<file path="config.mk">
export PLATFORM = sky130hd
export DESIGN_NAME = ukst_cell
export DESIGN_NICKNAME = d
export VERILOG_FILES = /design/src/rtl/ukst_pkg.sv /design/src/rtl/ukst_cell.sv
export SDC_FILE = /design/constraint.sdc
export NUM_CORES = 1
export LEC_CHECK = 0
export ABC_AREA = 1
export BUFFER_PORTS_ARGS = -buffer_cell sky130_fd_sc_hd__buf_4
export CAP_MARGIN = 20
export CORE_MARGIN = 3
export CORE_UTILIZATION = 40
export CTS_CLUSTER_DIAMETER = 120
export CTS_CLUSTER_SIZE = 40
export DETAILED_ROUTE_END_ITERATION = 10
export PLACE_DENSITY = 0.87
export SLEW_MARGIN = 20
export SYNTH_ARGS = -nofsm -noshare
export SYNTH_HDL_FRONTEND = slang
export SYNTH_SLANG_ARGS = --single-unit
</file>
<file path="constraint.sdc">
create_clock -name i_clk -period 2.2 [get_ports i_clk]
set_input_delay 0.44 -clock i_clk [delete_from_list [all_inputs] [get_ports i_clk]]
set_output_delay 0.44 -clock i_clk [all_outputs]
set_load 0.05 [all_outputs]
</file>
<file path="src/rtl/ukst_pkg.sv">
`default_nettype none
package ukst_pkg;

    localparam int CAPACITY = 128;
    localparam int KEY_W    = 32;
    localparam int POS_W    = 7;
    localparam int STAT_W   = 3;
    localparam int ECNT_W   = 8;
    localparam int IDX_W    = (CAPACITY > 1) ? $clog2(CAPACITY) : 1;
    localparam int CNT_W    = $clog2(CAPACITY + 1);
    localparam int CMP_W    = ((IDX_W > POS_W) ? IDX_W : POS_W) + 1;

    typedef logic [CMP_W-1:0] t_cmp;
    typedef logic [CNT_W-1:0] t_cnt;
    typedef logic [KEY_W-1:0] t_key;

    typedef enum logic [1:0] {
        FN_INSERT = 2'd0,
        FN_DELETE = 2'd1,
        FN_FIND   = 2'd2,
        FN_READ   = 2'd3
    } t_func;

    typedef enum logic [STAT_W-1:0] {
        ST_DONE    = 3'd0,
        ST_DUP     = 3'd1,
        ST_FULL    = 3'd2,
        ST_MISSING = 3'd3,
        ST_BADPOS  = 3'd4
    } t_status;

    typedef enum logic [1:0] {
        S_IDLE = 2'd0,
        S_CMP  = 2'd1,
        S_RED  = 2'd2,
        S_UPD  = 2'd3
    } t_state;

    typedef struct packed {
        logic [1:0]        func;
        logic signed [31:0] key_value;
        logic [POS_W-1:0]  position;
    } t_req;

    typedef struct packed {
        logic [STAT_W-1:0] status;
        logic [POS_W-1:0]  found_position;
        logic signed [31:0] read_value;
        logic [ECNT_W-1:0] entry_count;
    } t_rsp;

    typedef struct packed {
        logic cmp;
        logic ins;
        logic del;
    } t_cell_ctl;

endpackage
`default_nettype wire

</file>
<file path="src/rtl/ukst_cell.sv">
`default_nettype none
module ukst_cell import ukst_pkg::*; (
    input  wire logic      i_clk,
    input  wire t_cell_ctl i_ctl,
    input  wire t_cmp      i_index,
    input  wire t_cmp      i_count,
    input  wire t_cmp      i_pos,
    input  wire t_cmp      i_hit_pos,
    input  wire t_key      i_key,
    input  wire t_key      i_next_key,
    output t_key           o_key,
    output logic           o_match,
    output t_key           o_sel_key
);

    t_key r_key;
    logic r_match;
    logic r_sel;

    always_ff @(posedge i_clk) begin
        if (i_ctl.cmp) begin
            r_match <= (i_index < i_count) && (r_key == i_key);
            r_sel   <= (i_index < i_count) && (i_index == i_pos);
        end
        if (i_ctl.ins && (i_index == i_count)) begin
            r_key <= i_key;
        end else if (i_ctl.del && (i_index >= i_hit_pos)) begin
            r_key <= i_next_key;
        end
    end

    assign o_key     = r_key;
    assign o_match   = r_match;
    assign o_sel_key = r_sel ? r_key : '0;

endmodule
`default_nettype wire

</file>
-- Yosys cells after proc, flatten, opt, wreduce, memory -nomap -nowiden
Cells that the tools add are included.
- $add $sub $neg: 0
- $mul: 0
- div/mod/pow operators: 0
- order comparisons: 2
- eq/ne operators: 3
- shift-type cells: 0
- multiplexer cells: 3
- bitwise logic cells: 0
- reduce and logical (&&, ||, !) cells: 5
- operators with widths (cell ; count):
    $mux W32 ; 3
    $eq A32 B32 Y1 ; 1
    $eq A8 B8 Y1 ; 2
    $ge A8 B8 Y1 ; 1
    $lt A8 B8 Y1 ; 1
    $logic_and A1 B1 Y1 ; 4
    $reduce_bool A2 Y1 ; 1
- bits in registers: 34
- latch bits: 0
- RAM bits: 0
- memory bits (read-only): 0
- bits of input ports: 100
- output and inout bits: 65
- word-level logic and storage cells: 16
- memories: 0

-- Longest topological paths before layout
Gate-level depths: netlist (run 1).
- depth in word-level cells: 4
- mapped depth: 10
- depth with buffers taken out: 10

-- Least setup slack after synthesis (run 1)
OpenSTA, ideal clock, no wires.
- kind: input to register
- start point: input port i_count[7]
- end point: register r_key[0] (netlist: o_key[0]) (enable)
- arrival time: 1910 ps
- data required time: 1810 ps
- path slack: -99 ps
- stages on the path: 7
- buffers on the path: 1
- cell sequence: inv_1 -> ha_1 -> nand2_2 -> nor2_4 -> nand2_2 -> clkbuf_1 -> nand2_1
- word-level cells in the longest chain between the ends: 3
- ends and longest elaborated chain (item ; line ; source):
    start: declaration ; ukst_cell.sv:6 ; input wire t_cmp i_count,
    $eq A8 B8 Y1 ; ukst_cell.sv:25 ; if (i_ctl.ins && (i_index == i_count)) begin
    $logic_and A1 B1 Y1 ; ukst_cell.sv:25 ;
    $reduce_bool A2 Y1 (no source line) ; -- ;
    end signal: assignment ; ukst_cell.sv:26 ; r_key <= i_key;
    end signal: assignment ; ukst_cell.sv:28 ; r_key <= i_next_key;
    end: declaration ; ukst_cell.sv:16 ; t_key r_key;
No other way between the ends.
A chain may end at the register's enable or synchronous reset.

-- Final worst setup path (run 1)
- start point: register r_sel
- end point: output port o_sel_key[0]
- word-level cells in the longest chain between the ends: 1
- ends and longest elaborated chain (item ; line ; source):
    start: declaration ; ukst_cell.sv:18 ; logic r_sel;
    start signal: assignment ; ukst_cell.sv:23 ; r_sel <= (i_index < i_count) && (i_index == i_pos);
    $mux W32 ; ukst_cell.sv:34 ; assign o_sel_key = r_sel ? r_key : '0;
    end: declaration ; ukst_cell.sv:13 ; output t_key o_sel_key
No other way between the ends.

==> metrics.md, run 1 <==
| Metric | Value |
|---|---|
| Comb power frac | `0.444` |
| Share of layout cells above drive strength 1 | `0.359` |
| Sw power | `0.937 mW` |
| Min-delay worst type | `in -> reg` |
| Clock Tree Buf Depth | `2` |
| Root buffer cell | `clkbuf_8` |
| Synthesized instance count | `372` |
| Die area | `0.00801 mm²` |
| WP data arrival | `1.30 ns` |
| Maxcap violations | `0` |
| Max IR drop VDD | `0.205 mV` |
| Total length of routed wires | `7980 µm` |
| Part of the power in registers | `0.367` |
| Routability cong. | `0.882` |
| Syn nets | `488` |
| Critical Path Sink Type | `output pin` |
| Total placed cells including tap cells | `626` |
| Largest net degree at the start of global routing | `33` |
| Critical Path RT | `1.76 ns` |
| Leakage Power | `2.54 nW` |
| Clk_lat worst skew | `0.28 ns` |
| CTS tree | `built` |
| Sw frac | `0.401` |
| Area grow syn2layout | `52.4%` |
| Critical Path Fanout Max | `22` |
| Max Fclk | `574 MHz` |
| Syn Std Cell Area | `0.00279 mm²` |
| Commonest cells after routing, fill and taps aside | `166 x buf_4, 126 x nand2_1, 89 x inv_1, 34 x edfxtp_1, 26 x nor2_1` |
| Flops & latches, synth | `34` |
| First-pass DRT Iterations | `4` |
| Most common cell after layout, fill and taps aside | `buf_4` |
| Average wire per standard cell | `12.6 µm` |
| Vias in the first global route | `2,812` |
| Power Density | `549 mW/mm²` |
| N_diodes | `0` |
| CTS H-tree lvls | `2` |
| DP HPWL | `6820 µm` |
| Port Buf Inserts | `164` |
| Die H | `89.5 µm` |
| GRT Total Usage | `0.192` |
| Max_slew headroom | `0.850` |
| Final Skew | `0.00761 ns` |
| Post-route DRC violation count | `0` |
| Critical path class | `reg -> out` |
| Core footprint | `0.00657 mm²` |
| Final non-filler cell total | `634` |
| Clock power share | `0.188` |
| First-pass GRT wire length | `11,900 µm` |
| Area after DPL | `0.00417 mm²` |
| Die width | `89.5 µm` |
| Worst Slack Setup Final | `0.457 ns` |
| Fin Setup TNS | `0 ns` |
| Final period utilization | `0.792` |
| Clock slew at reported path FFs | `0.06 ns` |
| Layout net count | `656` |
| RSZ-0062 raised after global routing | `no` |
| Crit path time final | `1.74 ns` |
| Starting Density | `0.424` |
| Drt initial violations | `71` |
| Number of clock sinks | `34` |
| Distinct cells, synth | `19` |
| Vias post-DR | `2,890` |
| Hold_buf cts | `0` |
| Yosys Warn Count | `0` |
| Launching element type of the critical path | `flip-flop` |
| Final instance area | `0.00425 mm²` |
| Sequential share of the synthesized area | `0.366` |
| Post-synthesis average cell area | `7.49 µm²` |
| Internal power | `1.40 mW` |
| Vias per cell | `4.56` |
| GR Overflow Total | `0` |
| Setup slack at placement | `0.223 ns` |
| Worst-margin pin slew | `0.225 ns` |
| Max-slew violation count | `0` |
| Final ANT Viol Nets | `0` |
| Status | `finished clean` |
| Setup violators final | `0` |
| Pwr Total | `2.33 mW` |
| Cts bufs inserted | `5` |
| Final Hold Vio Count | `0` |
| IO Pins | `165` |
| Post-CTS Resized | `0` |
| Rows | `29` |
| Post-CTS Setup Repair Bufs | `0` |
| Initial antenna violation count | `0` |
## logic make-up after synthesis
| family | count (synthesis) | share of synthesized area |
|---|---|---|
| compound gates | 24 | 0.0440 |
| simple gates | 163 | 0.229 |
| fa+ha+maj | 16 | 0.0718 |
| mux | 15 | 0.0808 |
| xor+xnor | 23 | 0.0723 |
| flops | 34 | 0.366 |
| buf+inv | 97 | 0.136 |
## power groups by stage
| stage | clock (mW) | sequential (mW) | combinational, mW |
|---|---|---|---|
| 6_report | 0.440 | 0.856 | 1.04 |
| 3_3_place_gp | 0 | 0.866 | 1.02 |
| 3_5_place_dp | 0 | 0.871 | 1.04 |
| 2_1_floorplan | 0 | 1.08 | 0.427 |
| 5_1_grt | 0.483 | 0.867 | 1.11 |
| 4_1_cts | 0.451 | 0.858 | 1.04 |
## metrics by stage
step | hold slack, ns | util
floorplan | 0.552 | -
finish | 0.372 | 0.647
global placement | 0.658 | 0.635
CTS | 0.363 | 0.647
detailed placement | 0.653 | 0.635
global route | 0.363 | 0.647
## critical path, stage by stage, from the launching register on
cell	delay [ns]
edfxtp_1	0.40
buf_4	0.27
nand2_1	0.08
inv_1	0.07
buf_4	0.19
## per-layer routing
layer,routed length [µm],part of all wire,track usage,up-vias
met2,4260,0.53,0.382,133
met4,223,0.028,0.0839,0
met5,0,0,0,-
met3,752,0.094,0.0470,20
met1,2750,0.34,0.182,1284
li1,-,-,-,1453
## cell usage after synthesis (all sizes together)
| master | number | area share |
|---|---|---|
| o21a | 1 | 0.0027 |
| buf | 2 | 0.0081 |
| mux2 | 15 | 0.081 |
| o21ai | 18 | 0.032 |
| clkbuf | 6 | 0.0081 |
| and2 | 1 | 0.0022 |
| nor2 | 27 | 0.039 |
| xnor2 | 8 | 0.025 |
| nand2 | 129 | 0.18 |
| nand4 | 3 | 0.0067 |
| ha | 16 | 0.072 |
| inv | 89 | 0.12 |
| a21oi | 5 | 0.0090 |
| nand3 | 3 | 0.0054 |
| xor2 | 15 | 0.047 |
| edfxtp | 34 | 0.37 |
## sequential cells by signal (all words and copies together) (netlist names)
| register | count |
|---|---|
| r_sel | 1 |
| o_key | 32 |
| o_match | 1 |
## cell type report
cell class | count | area (µm²)
Clock buffer | 6 | 72.6
Clock inverter | 2 | 8.76
Fill cell | 560 | 2320
Inverter | 89 | 334
Multi-Input combinational cell | 241 | 1390
Sequential cell | 34 | 1020
Tap cell | 93 | 116
Timing Repair Buffer | 169 | 1310
## worst paths after layout
| kind | startpoint | end | slack (ns) | cells after the start |
|---|---|---|---|---|
| max | r_sel | o_sel_key[0] | 0.46 | 4 |
| min | i_ctl[2] | r_sel | 0.37 | 1 |
| max reg2reg | o_key[4] | o_match | 0.95 | 6 |
| min reg2reg | o_key[26] | o_match | 0.92 | 7 |
Power figures use the tool's default switching activity.
==> run 2: changes to the inputs <==
- CORE_UTILIZATION: 40 -> 44
- PLACE_DENSITY: 0.87 -> 0.9
- clock period: 2.2 -> 1.65 ns (I/O delays scaled with it)
==> run 2 against run 1 <==
Combinational power up 36%; via count up 1.3%; clock-buffer cell count down 1; critical path depth up 6; power up 35%; routed wire length up 4.2%; sequential share of layout area down 0.51 points; hold slack worse by 0.095 ns; register-to-register slack worse by 0.55 ns; sequential cell count unchanged; first-iteration DRC count up 8.5%; highest routed layer unchanged.
==> metrics.md, run 2 (same netlist as run 1, synthesis figures left out) <==
| Metric | Value |
|---|---|
| Status | `finished clean (unchanged)` |
| First-pass GRT wire length | `12,900 µm (was 11,900 µm)` |
| Number of clock sinks | `34 (unchanged)` |
| DP HPWL | `6720 µm (was 6820 µm)` |
| Clock power share | `0.188 (about the same)` |
| First-pass DRT Iterations | `4 (unchanged)` |
| Port Buf Inserts | `164 (unchanged)` |
| Fill count | `465 (was 560)` |
| Largest register FFs | `32 (unchanged)` |
| Part of the power in registers | `0.364 (was 0.367)` |
| Rows | `28 (was 29)` |
| Max_slew headroom | `0.861 (was 0.850)` |
| Die width | `85.6 µm (was 89.5 µm)` |
| Vias in the first global route | `2,868 (was 2,812)` |
| Average wire per standard cell | `13.3 µm (was 12.6 µm)` |
| Largest net degree at the start of global routing | `22 (was 33)` |
| Pwr Total | `3.14 mW (was 2.33 mW)` |
| Leakage Power | `2.60 nW (was 2.54 nW)` |
| Die area | `0.00733 mm² (was 0.00801 mm²)` |
| Max Fclk | `631 MHz` |
| Vias post-DR | `2,928 (was 2,890)` |
| Sw power | `1.27 mW (was 0.937 mW)` |
| Area grow syn2layout | `55.7% (was 52.4%)` |
| Critical Path Fanout Max | `8 (was 22)` |
| Internal power | `1.87 mW (was 1.40 mW)` |
| Fin Setup TNS | `0 ns (unchanged)` |
| Total placed cells including tap cells | `615 (was 626)` |
| Routability cong. | `0.848 (was 0.882)` |
| Clk_lat worst skew | `0.28 ns (about the same)` |
| GRT Total Usage | `0.219 (was 0.192)` |
| Die H | `85.6 µm (was 89.5 µm)` |
| Commonest cells after routing, fill and taps aside | `173 x buf_4, 125 x nand2_1, 89 x inv_1, 34 x edfxtp_1, 25 x nor2_1 (was 166 x buf_4, 126 x nand2_1, 89 x inv_1, 34 x edfxtp_1, 26 x nor2_1)` |
| Min-delay worst type | `in -> reg (unchanged)` |
| WP data arrival | `1.61 ns (was 1.30 ns)` |
| Sw frac | `0.405 (was 0.401)` |
| Critical Path RT | `1.67 ns (was 1.76 ns)` |
| Cts bufs inserted | `5 (unchanged)` |
| RSZ-0062 raised after global routing | `yes (was no)` |
| Setup violators final | `0 (unchanged)` |
| Clock slew at reported path FFs | `0.07 ns (was 0.06 ns)` |
| Initial antenna violation count | `0 (unchanged)` |
| Max IR drop VDD | `0.466 mV (was 0.205 mV)` |
| Worst-margin pin slew | `0.208 ns (was 0.225 ns)` |
| Most common cell after layout, fill and taps aside | `buf_4 (unchanged)` |
| CTS H-tree lvls | `2 (unchanged)` |
| Layout net count | `666 (was 656)` |
| Starting Density | `0.463 (was 0.424)` |
| Comb power frac | `0.448 (was 0.444)` |
| Core footprint | `0.00603 mm² (was 0.00657 mm²)` |
| Clock Tree Buf Depth | `2 (unchanged)` |
| N_diodes | `0 (unchanged)` |
| Critical Path Sink Type | `flip-flop (was output pin)` |
| Share of layout cells above drive strength 1 | `0.376 (was 0.359)` |
| Final Hold Vio Count | `0 (unchanged)` |
| Final period utilization | `0.960` |
| Vias per cell | `4.68 (was 4.56)` |
| Drt initial violations | `77 (was 71)` |
| Crit path time final | `1.58 ns` |
| Total length of routed wires | `8320 µm (was 7980 µm)` |
| IO Pins | `165 (unchanged)` |
| Power Density | `724 mW/mm² (was 549 mW/mm²)` |
| Launching element type of the critical path | `primary input (was flip-flop)` |
| Maxcap violations | `0 (unchanged)` |
| Final ANT Viol Nets | `0 (unchanged)` |
| Final non-filler cell total | `626 (was 634)` |
| Hold_buf cts | `0 (unchanged)` |
| CTS tree | `built (unchanged)` |
| Root buffer cell | `clkbuf_8 (unchanged)` |
| Critical path class | `in -> reg (was reg -> out)` |
| Final core occ | `0.720 (was 0.647)` |
| GR Overflow Total | `0 (unchanged)` |
| Max-slew violation count | `0 (unchanged)` |
| Final Skew | `0.0123 ns (was 0.00761 ns)` |
| Post-route DRC violation count | `0 (unchanged)` |
-- run 2: final timing paths --
| kind | from | end | slack [ns] | cells past startpoint |
|---|---|---|---|---|
| max | i_index[1] | o_key[27] | 0.07 | 10 |
| min | i_ctl[2] | r_sel | 0.28 | 1 |
| max reg2reg | o_key[27] | o_match | 0.40 | 7 |
| min reg2reg | o_key[8] | o_match | 0.91 | 7 |
-- run 2: repair_timing --
| item | 4_1_cts | 5_1_grt |
|---|---|---|
| gates resized for setup | 2 | 4 |
| pin swaps | 2 | 3 |
| gates cloned | 2 | 1 |
| setup buffers | 0 | 0 |
| setup endpoints to repair | 4 | 35 |
-- run 2: cell type report --
type,count,area [µm²],share of cell area
multi-input combinational,244,1460,0.336
timing repair buffer,176,1350,0.311
sequential,34,1020,0.235
inverter,89,334,0.0770
tap,75,93.8,0.0216
clock buffer,5,68.8,0.0159
clock inverter,3,16.3,0.00375
-- run 2: layer usage --
metal / routed length, µm / GRT usage / up-vias
met5: 0 / 0 / -
met4: 158 / 0.0791 / 0
met3: 829 / 0.0653 / 12
met2: 4080 / 0.386 / 135
met1: 3250 / 0.252 / 1304
li1: - / - / 1477
-- run 2: through the flow --
step / cell area [µm²] / hold WS (ns) / worst slack, ns
floorplan: 2810 / 0.442 / 0.0380
global placement: 4200 / 0.546 / -0.225
detailed placement: 4200 / 0.551 / -0.304
CTS: 4310 / 0.265 / 0.0335
global route: 4340 / 0.259 / 0.000505
finish: 4340 / 0.277 / 0.0653
-- run 2: critical path, cell delays in order --
cell,delay [ns]
buf_4,0.13
ha_1,0.30
inv_1,0.06
nor2_1,0.03
o21ai_0,0.15
nand2_1,0.07
nand2_1,0.06
nand3_1,0.12
nand2_4,0.21
nand2_4,0.14
-- run 2: power by group through the flow --
stage	combinational, mW	clock [mW]	sequential [mW]
5_1_grt	1.51	0.655	1.16
3_5_place_dp	1.39	0	1.16
4_1_cts	1.40	0.612	1.14
6_report	1.41	0.591	1.14
2_1_floorplan	0.574	0	1.43
3_3_place_gp	1.36	0	1.15
==> run 3: changes to the inputs <==
--- a/config.mk
+++ b/config.mk
@@ -15,2 +15,3 @@
 export DETAILED_ROUTE_END_ITERATION = 10
+export MAX_ROUTING_LAYER = met4
 export PLACE_DENSITY = 0.9
==> constraint.sdc (replaced) <==
create_clock -name i_clk -period 1.65 [get_ports i_clk]
set_input_delay 0 -clock i_clk [delete_from_list [all_inputs] [get_ports i_clk]]
set_output_delay 0 -clock i_clk [all_outputs]
set_load 0.05 [all_outputs]
==> run 3 against run 2 <==
Cell count shrank 0.96%; non-clock buffer count decreased by 3; sequential cell count unchanged; critical path type is now reg -> out; largest power group unchanged.
==> metrics.md, run 3 (same netlist as run 1, synthesis figures left out) <==
| Metric | Value |
|---|---|
| Status | `finished clean (unchanged)` |
| Launching element type of the critical path | `flip-flop (was primary input)` |
| Critical path class | `reg -> out (was in -> reg)` |
| Die width | `85.6 µm (unchanged)` |
| Post-CTS Setup Repair Bufs | `0 (unchanged)` |
| Number of clock sinks | `34 (unchanged)` |
| Clk_lat worst skew | `0.28 ns (about the same)` |
| Max Fclk | `721 MHz (was 631 MHz)` |
| Fill count | `474 (was 465)` |
| Critical Path RT | `1.65 ns (was 1.67 ns)` |
| Critical Path Fanout Max | `24 (was 8)` |
| Hold Path Origin | `i_next_key[7] (was i_ctl[2])` |
| Final ANT Viol Nets | `0 (unchanged)` |
| N_diodes | `0 (unchanged)` |
| RSZ-0062 raised after global routing | `no (was yes)` |
| Worst r2r path cells | `6 (was 7)` |
| Max-slew violation count | `0 (unchanged)` |
| Final instance area | `0.00429 mm² (was 0.00434 mm²)` |
| Maxcap violations | `0 (unchanged)` |
| Area grow syn2layout | `53.9% (was 55.7%)` |
| Multi-input combinational cell area | `0.00139 mm² (was 0.00146 mm²)` |
| FF-to-FF Start | `o_key[4] (was o_key[27])` |
| Commonest cells after routing, fill and taps aside | `164 x buf_4, 126 x nand2_1, 89 x inv_1, 34 x edfxtp_1, 26 x nor2_1 (was 173 x buf_4, 125 x nand2_1, 89 x inv_1, 34 x edfxtp_1, 25 x nor2_1)` |
| CTS tree | `built (unchanged)` |
| Setup slack at placement | `0.0839 ns (was -0.304 ns)` |
| Drt initial violations | `56 (was 77)` |
| Clock Tree Buf Depth | `2 (unchanged)` |
| Crit path time final | `1.39 ns (was 1.58 ns)` |
| Vias post-DR | `2,859 (was 2,928)` |
| GR Overflow Total | `0 (unchanged)` |
| First-pass GRT wire length | `12,500 µm (was 12,900 µm)` |
| DP HPWL | `6630 µm (was 6720 µm)` |
| IO Pins | `165 (unchanged)` |
| Share of layout cells above drive strength 1 | `0.356 (was 0.376)` |
| Root buffer cell | `clkbuf_8 (unchanged)` |
| Worst Slack Setup Final | `0.263 ns (was 0.0653 ns)` |
| Initial antenna violation count | `0 (unchanged)` |
| Max_slew headroom | `0.754 (was 0.861)` |
| Cts bufs inserted | `5 (unchanged)` |
| Die area | `0.00733 mm² (unchanged)` |
| Critical Path Sink Type | `output pin (was flip-flop)` |
| First-pass DRT Iterations | `4 (unchanged)` |
| Final Hold Vio Count | `0 (unchanged)` |
| Layout net count | `660 (was 666)` |
| Tightest hold margin | `0.00209 ns (was 0.277 ns)` |
| Post-CTS Resized | `0 (was 2)` |
| Vias in the first global route | `2,951 (was 2,868)` |
| Average wire per standard cell | `12.7 µm (was 13.3 µm)` |
| Core footprint | `0.00603 mm² (unchanged)` |
| Largest register FFs | `32 (unchanged)` |
| Vias per cell | `4.61 (was 4.68)` |
| Reg area | `0.00102 mm² (unchanged)` |
| Starting Density | `0.463 (unchanged)` |
| Worst-margin pin slew | `0.369 ns (was 0.208 ns)` |
| Min-delay worst type | `in -> reg (unchanged)` |
| Max IR drop VDD | `0.458 mV (was 0.466 mV)` |
| R2r setup slk | `0.43 ns (was 0.40 ns)` |
| Most common cell after layout, fill and taps aside | `buf_4 (unchanged)` |
| Leakage Power | `2.56 nW (was 2.60 nW)` |
| Die H | `85.6 µm (unchanged)` |
| Final non-filler cell total | `620 (was 626)` |
| Final period utilization | `0.840 (was 0.960)` |
| CTS H-tree lvls | `2 (unchanged)` |
| Rows | `28 (unchanged)` |
| Area after DPL | `0.00417 mm² (was 0.00420 mm²)` |
| Fin Setup TNS | `0 ns (unchanged)` |
| Final Skew | `0.00637 ns (was 0.0123 ns)` |
| Setup crit start | `r_sel (was i_index[1])` |
| Hold_buf cts | `4 (was 0)` |
| Reg2Reg Capture Point | `o_match (unchanged)` |
| Routability cong. | `0.896 (was 0.848)` |
| Clock slew at reported path FFs | `0.07 ns (about the same)` |
| Pwr Total | `3.12 mW (was 3.14 mW)` |
| Total placed cells including tap cells | `608 (was 615)` |
| Worst Setup EP | `o_sel_key[11] (was o_key[27])` |
| GRT Total Usage | `0.218 (was 0.219)` |
| Final core occ | `0.712 (was 0.720)` |
| Port Buf Inserts | `164 (unchanged)` |
| Setup violators final | `0 (unchanged)` |
| WP data arrival | `1.39 ns (was 1.61 ns)` |
| Largest net degree at the start of global routing | `28 (was 22)` |
| Post-route DRC violation count | `0 (unchanged)` |
| Total length of routed wires | `7860 µm (was 8320 µm)` |
| Power Density | `727 mW/mm² (was 724 mW/mm²)` |
==> run 3: changes by cell type in the layout (fill, tap and decap cells not counted), sizes merged <==
cell | previous run | this run
buf | 176 | 169
dlygate4sd3 | 0 | 4
nand2 | 132 | 129
clkinvlp | 1 | 0
clkbuf | 5 | 6
==> run 3: cell type report <==
cell class | count | share of cell area
clock buffer | 6 | 0.0169
tap | 75 | 0.0219
clock inverter | 2 | 0.00204
inverter | 89 | 0.0778
timing repair buffer | 173 | 0.320
multi-input combinational | 241 | 0.324
sequential | 34 | 0.238
==> run 3: routing by layer <==
layer  up-vias  share of wire  global-route usage
li1       1465              -                   -
met1      1253           0.37               0.222
met2       123           0.51               0.399
met3        18          0.087              0.0500
met4         0          0.029              0.0892
met5         -              0                   -
==> run 3: how the worst min path moves through the flow <==
stage           endpoint  cells past startpoint
2_1_floorplan    o_match                      0
3_3_place_gp       r_sel                      1
3_5_place_dp       r_sel                      1
4_1_cts        o_key[30]                      3
5_1_grt         o_key[7]                      3
6_report        o_key[7]                      3
==> run 3: where the power goes <==
group | internal, mW | switching, mW | total [mW]
registers | 1.06 | 0.0888 | 1.15
clock network | 0.290 | 0.290 | 0.580
logic | 0.529 | 0.865 | 1.39
total | 1.88 | 1.24 | 3.12
==> run 3: critical path, stage by stage, from the launching register on <==
cell and delay (ns):
edfxtp_1 0.57, buf_12 0.22, nand2_1 0.07, inv_1 0.06, buf_4 0.19
